===== config.mk =====
export PLATFORM = sky130hd
export DESIGN_NAME = rlms_scan
export DESIGN_NICKNAME = d
export VERILOG_FILES = /design/src/rgb_led_matrix_scan_driver_core_assert.svh /design/src/rlms_pkg.sv /design/src/rlms_scan.sv
export SDC_FILE = /design/constraint.sdc
export NUM_CORES = 1
export LEC_CHECK = 0
export BUFFER_PORTS_ARGS = -buffer_cell sky130_fd_sc_hd__clkbuf_2
export CORE_UTILIZATION = 59
export CTS_BUF_LIST = sky130_fd_sc_hd__clkbuf_4
export CTS_CLUSTER_DIAMETER = 150
export DETAILED_ROUTE_END_ITERATION = 8
export GPL_TIMING_DRIVEN = 1
export PLACE_DENSITY_LB_ADDON = 0.15
export RECOVER_POWER = 50
export SLEW_MARGIN = 20
export SYNTH_ARGS = -nofsm -noshare
export SYNTH_HDL_FRONTEND = slang
export SYNTH_SLANG_ARGS = --single-unit
export TNS_END_PERCENT = 10

===== constraint.sdc =====
create_clock -name clk -period 3.1 [get_ports clk]
set_input_delay 0.155 -clock clk [delete_from_list [all_inputs] [get_ports clk]]
set_output_delay 0.155 -clock clk [all_outputs]
set_load 0.01 [all_outputs]

===== src/rgb_led_matrix_scan_driver_core_assert.svh =====
// ----------------------------------------------------------------------------
// RGB LED matrix scan driver - assertion macros
// Shared concurrent assertion forms, clocked on the rising edge with a
// reset that disables checking.
// ----------------------------------------------------------------------------
`ifndef RGB_LED_MATRIX_SCAN_DRIVER_CORE_ASSERT_SVH
`define RGB_LED_MATRIX_SCAN_DRIVER_CORE_ASSERT_SVH

// same-cycle implication
`define RLMS_ASSERT_NOW(label, clk, rst, ante, cons, msg) \
  label: assert property (@(posedge clk) disable iff (rst) (ante) |-> (cons)) \
    else $error(msg);

// next-cycle implication
`define RLMS_ASSERT_NEXT(label, clk, rst, ante, cons, msg) \
  label: assert property (@(posedge clk) disable iff (rst) (ante) |=> (cons)) \
    else $error(msg);

`endif


===== src/rlms_pkg.sv =====
// ----------------------------------------------------------------------------
// RGB LED matrix scan driver - package
// Payload types, scan control bundle and shared constants.
// ----------------------------------------------------------------------------
`default_nettype none

package rlms_pkg;

  localparam int PANEL_ROWS_DEF = 32;
  localparam int PANEL_COLS_DEF = 64;
  localparam int COLOR_BITS_DEF = 8;

  localparam int COLOR_W    = 8;
  localparam int PIXEL_W    = 3 * COLOR_W;
  localparam int PLANE_W    = 3;
  localparam int LIT_CNT_W  = 16;
  localparam int ROW_ADDR_W = 4;
  localparam int PULSE_W    = 8;

  localparam logic [PULSE_W-1:0] PULSE_BASE_RESET = 8'd4;

  localparam logic OP_WRITE = 1'b0;
  localparam logic OP_TICK  = 1'b1;

  typedef struct packed {
    logic                 operation;
    logic [4:0]           pixel_row;
    logic [5:0]           pixel_col;
    logic [COLOR_W-1:0]   red;
    logic [COLOR_W-1:0]   green;
    logic [COLOR_W-1:0]   blue;
  } in_item_t;

  typedef struct packed {
    logic                  red_top;
    logic                  green_top;
    logic                  blue_top;
    logic                  red_bottom;
    logic                  green_bottom;
    logic                  blue_bottom;
    logic                  shift_clock;
    logic                  latch;
    logic                  display_on;
    logic [ROW_ADDR_W-1:0] row_address;
    logic                  frame_done;
  } out_item_t;

  // per-tick pin control from the scan sequencer
  typedef struct packed {
    logic                  data_en;
    logic [PLANE_W-1:0]    plane;
    logic                  shift_clock;
    logic                  latch;
    logic                  display_on;
    logic [ROW_ADDR_W-1:0] row_address;
    logic                  frame_done;
  } scan_ctrl_t;

endpackage

`default_nettype wire


===== src/rlms_scan.sv =====
// ----------------------------------------------------------------------------
// RGB LED matrix scan driver - scan sequencer
// Walks row pair, bit plane, column and phase; registers per-tick pin control.
// ----------------------------------------------------------------------------
`default_nettype none

module rlms_scan #(
  parameter int PANEL_ROWS = rlms_pkg::PANEL_ROWS_DEF,
  parameter int PANEL_COLS = rlms_pkg::PANEL_COLS_DEF,
  parameter int COLOR_BITS = rlms_pkg::COLOR_BITS_DEF
) (
  input  wire logic                                     clk,
  input  wire logic                                     rst,
  input  wire logic                                     tick_en,
  input  wire logic [rlms_pkg::PULSE_W-1:0]             pulse_base,
  output logic      [$clog2(PANEL_ROWS*PANEL_COLS)-1:0] rd_addr_top,
  output logic      [$clog2(PANEL_ROWS*PANEL_COLS)-1:0] rd_addr_bot,
  output rlms_pkg::scan_ctrl_t                          ctrl
);

  localparam int HALF_ROWS = PANEL_ROWS / 2;
  localparam int ADDR_W    = $clog2(PANEL_ROWS * PANEL_COLS);
  localparam int PAIR_W    = (HALF_ROWS > 1) ? $clog2(HALF_ROWS) : 1;
  localparam int COL_W     = (PANEL_COLS > 1) ? $clog2(PANEL_COLS) : 1;

  typedef enum logic [2:0] {
    PH_SHIFT_LOW  = 3'd0,
    PH_SHIFT_HIGH = 3'd1,
    PH_ADDRESS    = 3'd2,
    PH_LATCH      = 3'd3,
    PH_LIT        = 3'd4
  } phase_t;

  phase_t                              phase, phase_next;
  logic [PAIR_W-1:0]                   pair, pair_next;
  logic [rlms_pkg::PLANE_W-1:0]        plane, plane_next;
  logic [COL_W-1:0]                    col, col_next;
  logic [rlms_pkg::LIT_CNT_W-1:0]      lit_cnt, lit_cnt_next;
  logic [rlms_pkg::ROW_ADDR_W-1:0]     addr_hold, addr_hold_next;
  rlms_pkg::scan_ctrl_t                ctrl_next;

  logic [rlms_pkg::LIT_CNT_W-1:0]      lit_target;
  logic [rlms_pkg::LIT_CNT_W-1:0]      lit_inc;
  logic [7:0]                          pair_ext;

  assign rd_addr_top = ADDR_W'(int'(pair) * PANEL_COLS + int'(col));
  assign rd_addr_bot = ADDR_W'((int'(pair) + HALF_ROWS) * PANEL_COLS + int'(col));

  assign lit_target = rlms_pkg::LIT_CNT_W'({8'h00, pulse_base} << plane);
  assign lit_inc    = lit_cnt + 1'b1;
  assign pair_ext   = 8'(pair);

  always_comb begin
    phase_next     = phase;
    pair_next      = pair;
    plane_next     = plane;
    col_next       = col;
    lit_cnt_next   = lit_cnt;
    addr_hold_next = addr_hold;
    ctrl_next      = '0;
    ctrl_next.plane = plane;

    case (phase)
      PH_SHIFT_HIGH: begin
        ctrl_next.data_en     = 1'b1;
        ctrl_next.shift_clock = 1'b1;
        if (col == COL_W'(PANEL_COLS - 1)) begin
          col_next   = '0;
          phase_next = PH_ADDRESS;
        end else begin
          col_next   = col + 1'b1;
          phase_next = PH_SHIFT_LOW;
        end
      end
      PH_ADDRESS: begin
        addr_hold_next = pair_ext[rlms_pkg::ROW_ADDR_W-1:0];
        phase_next     = PH_LATCH;
      end
      PH_LATCH: begin
        ctrl_next.latch = 1'b1;
        lit_cnt_next    = '0;
        phase_next      = PH_LIT;
      end
      PH_LIT: begin
        ctrl_next.display_on = 1'b1;
        lit_cnt_next         = lit_inc;
        if (lit_inc >= lit_target) begin
          lit_cnt_next = '0;
          phase_next   = PH_SHIFT_LOW;
          if (plane == rlms_pkg::PLANE_W'(COLOR_BITS - 1)) begin
            plane_next = '0;
            if (pair == PAIR_W'(HALF_ROWS - 1)) begin
              pair_next            = '0;
              ctrl_next.frame_done = 1'b1;
            end else begin
              pair_next = pair + 1'b1;
            end
          end else begin
            plane_next = plane + 1'b1;
          end
        end
      end
      default: begin
        // clock-low shift tick; unused codes behave the same
        ctrl_next.data_en = 1'b1;
        phase_next        = PH_SHIFT_HIGH;
      end
    endcase

    ctrl_next.row_address = addr_hold_next;
  end

  always_ff @(posedge clk) begin
    if (rst) begin
      phase     <= PH_SHIFT_LOW;
      pair      <= '0;
      plane     <= '0;
      col       <= '0;
      lit_cnt   <= '0;
      addr_hold <= '0;
      ctrl      <= '0;
    end else if (tick_en) begin
      phase     <= phase_next;
      pair      <= pair_next;
      plane     <= plane_next;
      col       <= col_next;
      lit_cnt   <= lit_cnt_next;
      addr_hold <= addr_hold_next;
      ctrl      <= ctrl_next;
    end
  end

endmodule

`default_nettype wire


* Yosys cells after proc, flatten, opt, wreduce, memory -nomap -nowiden
Index checks and enable logic that the tools add are counted. Widths: inputs -> output; s select.
Storage, ports and cells: output and inout port bits 34, input bits 11, register bits after elaboration 44, logic and storage cells 53
Operators by class: mux-type cells 16, reduce and logical (&&, ||, !) cells 8, eq/ne operators 8, add/sub/neg operators 7, order comparisons 1, shifts and indexed selects 1
Operator list (number):
- $pmux 16 s2 | 1
- $add 16x1->16 const B | 1
- $ge 16x16->1 | 1
- $mux 16 | 1
- $shl 8x3->16 | 1
- $pmux 3 s4 | 1
- $add 10x6->11 | 1
- $add 11x6->11 | 1
- $mux 1 | 8
- $reduce_and 2->1 | 4
- $add 6x1->6 const B | 1
- $eq 3x2->1 const B | 2
- $eq 3x3->1 const B | 2
- $eq 6x6->1 const B | 1
- $mux 3 | 2
- $mux 6 | 1
- $add 4x5->5 const B | 1
- $add 4x1->4 const B | 1
- $eq 4x4->1 const B | 1
- $mux 4 | 1
- $reduce_and 4->1 | 1
- $add 3x1->3 const B | 1
- $eq 3x1->1 const B | 1
- $reduce_and 3->1 | 1
- 4 further kinds | 4

* Longest topological paths before layout
Gate-level depths: netlist of run 1.
word-level depth 5, depth in mapped cells 14, mapped depth without buffers 12

* Worst setup path before layout of run 1
Ideal clock, no wire load.
kind register to register, start point register plane[0] (netlist bit), end point register pair[2], stages on the path, launching flop included 11, arrival 2.730 ns, slack 0.249 ns, buffers on the path 1, setup time 0.121 ns, period minus slack after synthesis 2.851 ns, data required time 2.979 ns, path through dfxtp_1 buf_1 mux2i_1 or3_1 ha_1 or3b_1 o2111ai_1 a31oi_1 o21a_1 o2111ai_2 mux2_4
On the way: longest elaborated chain between the ends 3, elaborated cells on any way between the ends 4, classes of those cells order compare (1); eq/ne (1); shift (1); reduce/logical (1)
RTL lines:
- from (decl) | RTL line rlms_scan.sv:36 | logic [rlms_pkg::PLANE_W-1:0] plane, plane_next;
- from (signal assigned) | RTL line rlms_scan.sv:125 | plane <= plane_next;
- $shl 8x3->16 | RTL line rlms_scan.sv:49 | assign lit_target = rlms_pkg::LIT_CNT_W'({8'h00, pulse_base} << plane);
- $ge 16x16->1 | RTL line rlms_scan.sv:87 | if (lit_inc >= lit_target) begin
- $reduce_and 4->1 (no source line) *
- to (signal assigned) | RTL line rlms_scan.sv:124 | pair <= pair_next;
- to (decl) | RTL line rlms_scan.sv:35 | logic [PAIR_W-1:0] pair, pair_next;
Mark *: on every way between the ends. The rest lies on a longest branch, timed or not. A chain may end at the register's enable or synchronous reset.

* Worst setup path after layout of run 1
start point register lit_cnt[7] (netlist bit), end point register pair[2]
On the way: longest elaborated chain between the ends 3
RTL lines:
- from (decl) | RTL line rlms_scan.sv:38 | logic [rlms_pkg::LIT_CNT_W-1:0] lit_cnt, lit_cnt_next;
- from (signal assigned) | RTL line rlms_scan.sv:127 | lit_cnt <= lit_cnt_next;
- $add 16x1->16 | RTL line rlms_scan.sv:50 | assign lit_inc = lit_cnt + 1'b1;
- $ge 16x16->1 | RTL line rlms_scan.sv:87
- $reduce_and 4->1 (no source line)
Every way passes these cells.

==> metrics.md, run 1 <==
| Metric | Value |
|---|---|
| Clock Root Buffer | clkbuf_4 |
| Initial Utilization | 61.6% |
| Syn nets | approximately 370 |
| CTS Buffer Depth | 2 |
| Main synth FF type | dfxtp_1 |
| VDD IR-drop max | 311 uV |
| Leak | between 1 and 1.5 nW |
| Unrepaired setup endpoints after global routing | no |
| Grt met2 use | 39.1% |
| Clk sinks | 44 |
| Crit path to | pair[2] |
| Worst-skew pair later-pin latency | ~0.36 ns |
| Via count | between 2000 and 2500 |
| Initial antenna violation count | 0 |
| Worst setup SP type | flip-flop |
| First-pass DRT Iterations | 4 |
| Vias in the first global route | between 2000 and 2500 |
| Most frequent cell after synthesis | dfxtp_1 |
| Maximum net fanout on the critical path | 6 |
| Fill count | 438 |
| Slew @ Worst Pin | roughly 0.94 ns |
| Final cycle utilization of the critical path | 92.7% |
| Setup Viol. Count Final | 0 |
| Final Non-Filler Cells | around 440 |
| Maximum clock rate | about 350 MHz |
| Post-synthesis cell area | between 0.002 and 0.003 mm^2 |
| Crit end category | flip-flop |
| Routing usage on met1 | a little under a third |
| Cell row count | 25 |
| Final #Nets | 399 |
| Synth area leader | dfxtp_1 |
| Tmin final | about 2.9 ns |
| Die Area | 0.00522 mm^2 |
| Ranking of synthesized cells by area | dfxtp_1 (30%), ha_1 (8.6%), mux2i_1 (6.9%), nand2_1 (4.4%), a21oi_1 (4.3%) |
| Remaining DRCs | 0 |
| All-Layer GR Usage | between 20% and 30% |
| Max Slew Vio Count | 0 |
| WL per Instance | 13.9 um |
| Core area | approximately 0.0047 mm^2 |
| Post-Synthesis Cells | 340 |
| Dpl ws | 0.146 ns |
| DR iter-0 viols | 121 |
| Hold Fails Final Rpt | 0 |
| Status | completed |
| Final WL | a little over 6 mm |
| Top cell type's share of synthesized area | a little under a third |
| Largest net degree at the start of global routing | between 40 and 50 |
| Synthesized area per cell | 8.56 um^2 |
| I/O pin total | between 40 and 50 |
| Total gr overflow | 0 |
| Placed Cells | 425 |
| R2r worst-path depth | 10 |
| Reg2Reg Setup Slack | 0.23 ns |
| Setup WS post-layout | roughly 0.23 ns |
| Die height | approximately 72 um |
| Hold Crit Class | in2reg |
| H-tree Lvls | 2 |
| Clock buffers created by TritonCTS | 5 |
| Layer with the highest usage | met2 |
| Critical Path RT | 3.36 ns |
| Antenna-violating nets left | 0 |
| Layout cells sized above 1 | between 10% and 20% |
| Post-synth EDFFs | 0 |
| R2r endpoint | pair[2] |
| Worst Setup SP | lit_cnt[7] |
| Die width | approximately 72 um |
| First-pass GRT wire length | around 10 mm |
| Hold buffer count at CTS | 0 |
| Yosys warns | 0 |
| Power per cell area | about 290 mW/mm^2 |
| Cell variety after synth | 56 |
| Seq/Total Area, Yosys | 30.3% |
| DP HPWL | about 4.2 mm |
| Power, Total | ~900 uW |
| Synth top cells by count | dfxtp_1 (44), nand2_1 (34), nor2_1 (28) |
| N_diodes | 0 |
| Relative slew slack | a little under two fifths |
| Grt met3 use | 3.33% |
| Worst R2R Start | lit_cnt[7] |
| Sum of negative setup slack | 0 ns |
| CTS tree | yes |
| Placer Congestion | ~0.83 |
| Clock Pin Slew Worst Setup and Hold Paths | about 0.14 ns |
| Max_cap viols | 0 |
| Flops & latches, synth | 44 |
| Synth async-reset ratio | 0% |
| P&R area growth vs syn | 7.70% |
| Crit path DAT | 3.13 ns |
| Port Buf Inserts | 42 |
| Vias per cell | around 5.7 |
| Crit path kind | reg2reg |
| Skew final | 0.0169 ns |
## area by class of cell
class / instances / area, um^2 / share of cell area [%]
tap: 67 / 83.8 / 2.67
multi-input combinational: 262 / 1860 / 59.4
clock buffer: 5 / 37.5 / 1.20
sequential: 44 / 883 / 28.2
timing repair buffer: 52 / 245 / 7.82
inverter: 3 / 11.3 / 0.359
clock inverter: 2 / 12.5 / 0.399
## cell usage in the layout, fill, tap and decap left out, types with 10 or more instances in the layout
master    Yosys  final
nor2_1       28     28
mux2i_1      20     20
a21oi_1      25     25
nand3_1      13     13
nand2_1      34     34
dfxtp_1      44     42
clkbuf_2      0     10
buf_4        12     10
nand4_1      18     18
clkbuf_1     12     32
ha_1         20     20
## power breakdown
part | internal, mW | switching (mW)
logic | 0.0226 | 0.0385
registers | 0.569 | 0.00495
clock network | 0.0830 | 0.189
total | 0.675 | 0.233
## logic make-up (layout without fill, tap and decap cells)
| group | Yosys count | count (layout) | synth area share [%] |
|---|---|---|---|
| DFF | 44 | 44 | 30.3 |
| buffers and inverters | 34 | 62 | 6.32 |
| AOI/OAI and AO/OA | 67 | 67 | 16.6 |
| muxes | 25 | 25 | 8.94 |
| adders and majority gates | 20 | 20 | 8.60 |
| other | 2 | 2 | 0.258 |
| and+or+nand+nor | 130 | 130 | 23.6 |
| xor gates and xnor gates | 18 | 18 | 5.42 |
## worst min path at each step
stage               startpoint      end  slack [ns]  cells past startpoint
finish                 tick_en  ctrl[0]        0.29                      2
global route           tick_en  ctrl[0]        0.31                      2
global placement       ctrl[6]  ctrl[6]        0.46                      2
CTS                    tick_en  ctrl[0]        0.29                      2
floorplan                  rst  pair[3]        0.37                      3
detailed placement     ctrl[6]  ctrl[6]        0.46                      2
## registers in the layout, indices dropped and copies added, names as in the netlist
register / flops
ctrl: 8
phase: 3
plane: 3
lit_cnt: 16
addr_hold: 4
pair: 4
col: 6
## through the flow
| stage | util, % | instance area (um^2) | hold WS, ns |
|---|---|---|---|
| after global placement | 65.3 | 3080 | 0.456 |
| final | 66.4 | 3130 | 0.293 |
| after CTS | 66.4 | 3130 | 0.287 |
| after global routing | 66.4 | 3130 | 0.309 |
| after floorplan | - | 2910 | 0.372 |
| after detailed placement | 65.3 | 3080 | 0.459 |
## metal layers
metal | vias up | wire length [um]
met5 | - | 0
met4 | 0 | 47
met3 | 4 | 147
met2 | 44 | 2910
met1 | 1159 | 2940
li1 | 1277 | -
## worst max-delay path: stages (launching register included)
cell       delay [ns]
dfxtp_1          0.45
and4_1           0.29
and4_4           0.29
nand2_1          0.08
xnor2_1          0.15
ha_1             0.32
nand3_1          0.11
nor3_1           0.33
o21a_1           0.28
o2111ai_2        0.16
mux2_4           0.31
## repair_timing
action | CTS | global route
setup buffers | 0 | 3
setup endpoints to repair | 0 | 17
gates resized for setup | 0 | 4
Power figures use the tool's default switching activity.
==> run 2: changes to the inputs <==
--- a/config.mk
+++ b/config.mk
@@ -5,6 +5,7 @@
 export SDC_FILE = /design/constraint.sdc
 export NUM_CORES = 1
 export LEC_CHECK = 0
+export ABC_AREA = 1
 export BUFFER_PORTS_ARGS = -buffer_cell sky130_fd_sc_hd__clkbuf_2
 export CORE_UTILIZATION = 59
 export CTS_BUF_LIST = sky130_fd_sc_hd__clkbuf_4
==> run 2 against run 1 <==
Clock-buffer cell count is 1 higher. Largest cell class unchanged. Critical path type unchanged. Via count up 11%. Highest routed layer unchanged. Cell count up 20%.
==> metrics.md, run 2 <==
| Metric | Value |
|---|---|
| Layout cells sized above 1 | a little over an eighth |
| Setup Viol. Count Final | 0 |
| Crit path to | lit_cnt[11] |
| Placed cell areas | between 0.003 and 0.004 mm^2 |
| First-pass DRT Iterations | 4 |
| CTS Buffer Depth | 2 |
| Largest net degree at the start of global routing | 29 |
| Worst setup SP type | flip-flop |
| Worst-skew pair later-pin latency | approximately 0.35 ns |
| Initial antenna violation count | 0 |
| Clock buffers created by TritonCTS | 5 |
| Crit end category | flip-flop |
| Post-synthesis cell area | around 0.003 mm^2 |
| Ranking of synthesized cells by area | dfxtp_1 (30%), nand2_1 (12%), ha_1 (8.4%), nor2_1 (5.2%), inv_1 (4.9%) |
| R2r worst-path depth | 16 |
| Die Area | approximately 0.0053 mm^2 |
| Vias in the first global route | approximately 2500 |
| Power per cell area | 297 mW/mm^2 |
| Yosys warns | 0 |
| Top cell type's share of synthesized area | 29.6% |
| Syn nets | 456 |
| Cell variety after synth | 37 |
| N_diodes | 0 |
| DR iter-0 viols | approximately 130 |
| Main synth FF type | dfxtp_1 |
| Synthesized area per cell | between 7 and 8 um^2 |
| Most frequent cells in the layout | nand2_1 (98), nor2_1 (41), inv_1 (39) |
| Critical Path RT | ~3.3 ns |
| Max Slew Vio Count | 0 |
| WL per Instance | between 10 and 15 um |
| Maximum clock rate | ~350 MHz |
| Core area | 0.00479 mm^2 |
| Synth top cells by count | nand2_1 (98), dfxtp_1 (44), nor2_1 (41) |
| Clk sinks | 44 |
| Post-route cell area | 0.00320 mm^2 |
| Vias per cell | ~5.3 |
| Placer Congestion | 0.877 |
| Via count | 2751 |
| Seq/Total Area, Yosys | slightly below 30% |
| CP max-delay cell | dfxtp_2 |
| Most flop-heavy register | lit_cnt |
| Most frequent cell after synthesis | nand2_1 |
| Skew final | around 0.012 ns |
| All-Layer GR Usage | between 20% and 30% |
| Maximum net fanout on the critical path | 5 |
| Power, Total | approximately 950 uW |
| Max_cap viols | 0 |
| Remaining DRCs | 0 |
| Status | completed |
| P&R area growth vs syn | 7.56% |
| I/O pin total | between 40 and 50 |
| Largest stage delay, worst path | roughly 0.38 ns |
| Worst R2R Start | lit_cnt[0] |
| Clock Pin Slew Worst Setup and Hold Paths | approximately 0.14 ns |
| Flops & latches, synth | 44 |
| H-tree Lvls | 2 |
| Crit path DAT | ~3.0 ns |
| Reg2Reg Setup Slack | around 0.25 ns |
| Hold buffer count at CTS | 0 |
| Total gr overflow | 0 |
| Most common cell after layout, fill and taps aside | nand2_1 |
| Largest register FFs | 16 |
| Synth area leader | dfxtp_1 |
| Die width | approximately 73 um |
| Biggest regs | lit_cnt: 16 flops, ctrl: 8 flops, col: 6 flops |
| Post-Synthesis Cells | about 430 |
| Sum of negative setup slack | 0 ns |
| CP cell instances | ha_1 > nand2_1 > inv_1 > nand2_1 > nor2_1 > nand4_1 > xnor2_1 > ha_1 > nand3_1 > nor3_1 > nand4_1 > nand3_4 > nor2_8 > buf_12 > nand3_1 > a21oi_1 |
| CTS tree | yes |
| Cell row count | 25 |
| Hold Fails Final Rpt | 0 |
| Final #Nets | between 400 and 500 |
| VDD IR-drop max | between 150 and 200 uV |
| Setup WS post-layout | approximately 0.25 ns |
| Crit path kind | reg2reg |
| Leak | roughly 1.4 nW |
| Die height | around 73 um |
| R2r endpoint | lit_cnt[11] |
| Initial Utilization | 62.2% |
| Final cycle utilization of the critical path | 92.0% |
| Worst Setup SP | lit_cnt[0] |
| Dpl ws | roughly 0.22 ns |
| Post-synth EDFFs | 0 |
| Synth async-reset ratio | 0% |
| First-pass GRT wire length | around 10 mm |
| Slew @ Worst Pin | 1.40 ns |
| Hold Crit Class | reg2reg |
| DP HPWL | roughly 4.7 mm |
| Final design utilization | roughly 67% |
| Clock Root Buffer | clkbuf_4 |
| Final WL | approximately 6 mm |
| Antenna-violating nets left | 0 |
| Tmin final | roughly 2.9 ns |
| Relative slew slack | 6.51% |
| Port Buf Inserts | 42 |
[run 2: cell types whose count changed in the layout (fill, tap and decap cells not counted), sizes merged, moves of 6 or more]
cell,before,now
nor2,28,44
o21ai,6,31
inv,3,41
nand2,34,101
a21oi,26,38
nand2b,9,0
and3,6,0
nand4,19,7
o211ai,6,0
nand3,14,36
mux2i,20,2
[run 2: timing repair]
| action | in CTS | in global routing |
|---|---|---|
| buffers inserted | 0 | 3 |
| gates resized for setup | 0 | 8 |
| endpoints found under the setup margin | 0 | 21 |
[run 2: metal layers]
metal  vias to the layer above  global-route usage [%]  routed length [um]
met1                      1238                    31.4                2960
met3                        13                    4.42                 251
met5                         -                       0                   0
met2                        59                    43.0                2860
li1                       1441                       -                   -
met4                         0                    4.14                  69
[run 2: worst min path at each step]
stage,start,endpoint,slack [ns],cells after the start
2_1_floorplan,rst,lit_cnt[10],0.45,2
3_3_place_gp,ctrl[7],ctrl[7],0.46,2
3_5_place_dp,ctrl[5],ctrl[5],0.46,2
4_1_cts,rst,lit_cnt[14],0.39,2
5_1_grt,ctrl[7],ctrl[7],0.50,2
6_report,ctrl[5],ctrl[5],0.48,2
[run 2: cell families (layout without fill, tap and decap cells)]
kind of cell               count (synthesis)  after routing  synth area share, %
adders and majority gates                 20             20                 8.40
buffers and inverters                     68             97                 10.7
and+or+nand+nor                          199            199                 31.6
xor gates and xnor gates                  13             13                 3.82
DFF                                       44             44                 29.6
muxes                                      2              2                0.672
other                                      2              2                0.252
AOI/OAI and AO/OA                         77             77                 15.0
[run 2: per-stage QoR]
stage,std cells,hold slack [ns]
3_3_place_gp,510,0.457
6_report,521,0.478
2_1_floorplan,425,0.447
4_1_cts,518,0.388
5_1_grt,521,0.497
3_5_place_dp,510,0.463
[run 2: layout make-up]
| class | instances | area, um^2 |
|---|---|---|
| sequential | 44 | 888 |
| fill | 479 | 1580 |
| tap | 67 | 83.8 |
| multi-input combinational | 313 | 1790 |
| inverter | 42 | 158 |
| timing repair buffer | 47 | 231 |
| clock buffer | 6 | 45.0 |
| clock inverter | 2 | 11.3 |
[run 2: report_power, final]
part           internal (mW)  switching (mW)  leakage [nW]
Combinational         0.0282          0.0597          1.04
Clock                 0.0954           0.185        0.0293
Sequential             0.575         0.00657         0.359
Total                  0.699           0.251          1.43
[run 2: critical path: cells and delay by family (launching register included)]
family	cells	cell delay [ns]
compound gates	1	0.08
xor+xnor	1	0.17
fa+ha+maj	2	0.46
buf+inv	2	0.26
flops	1	0.38
simple gates	10	1.34
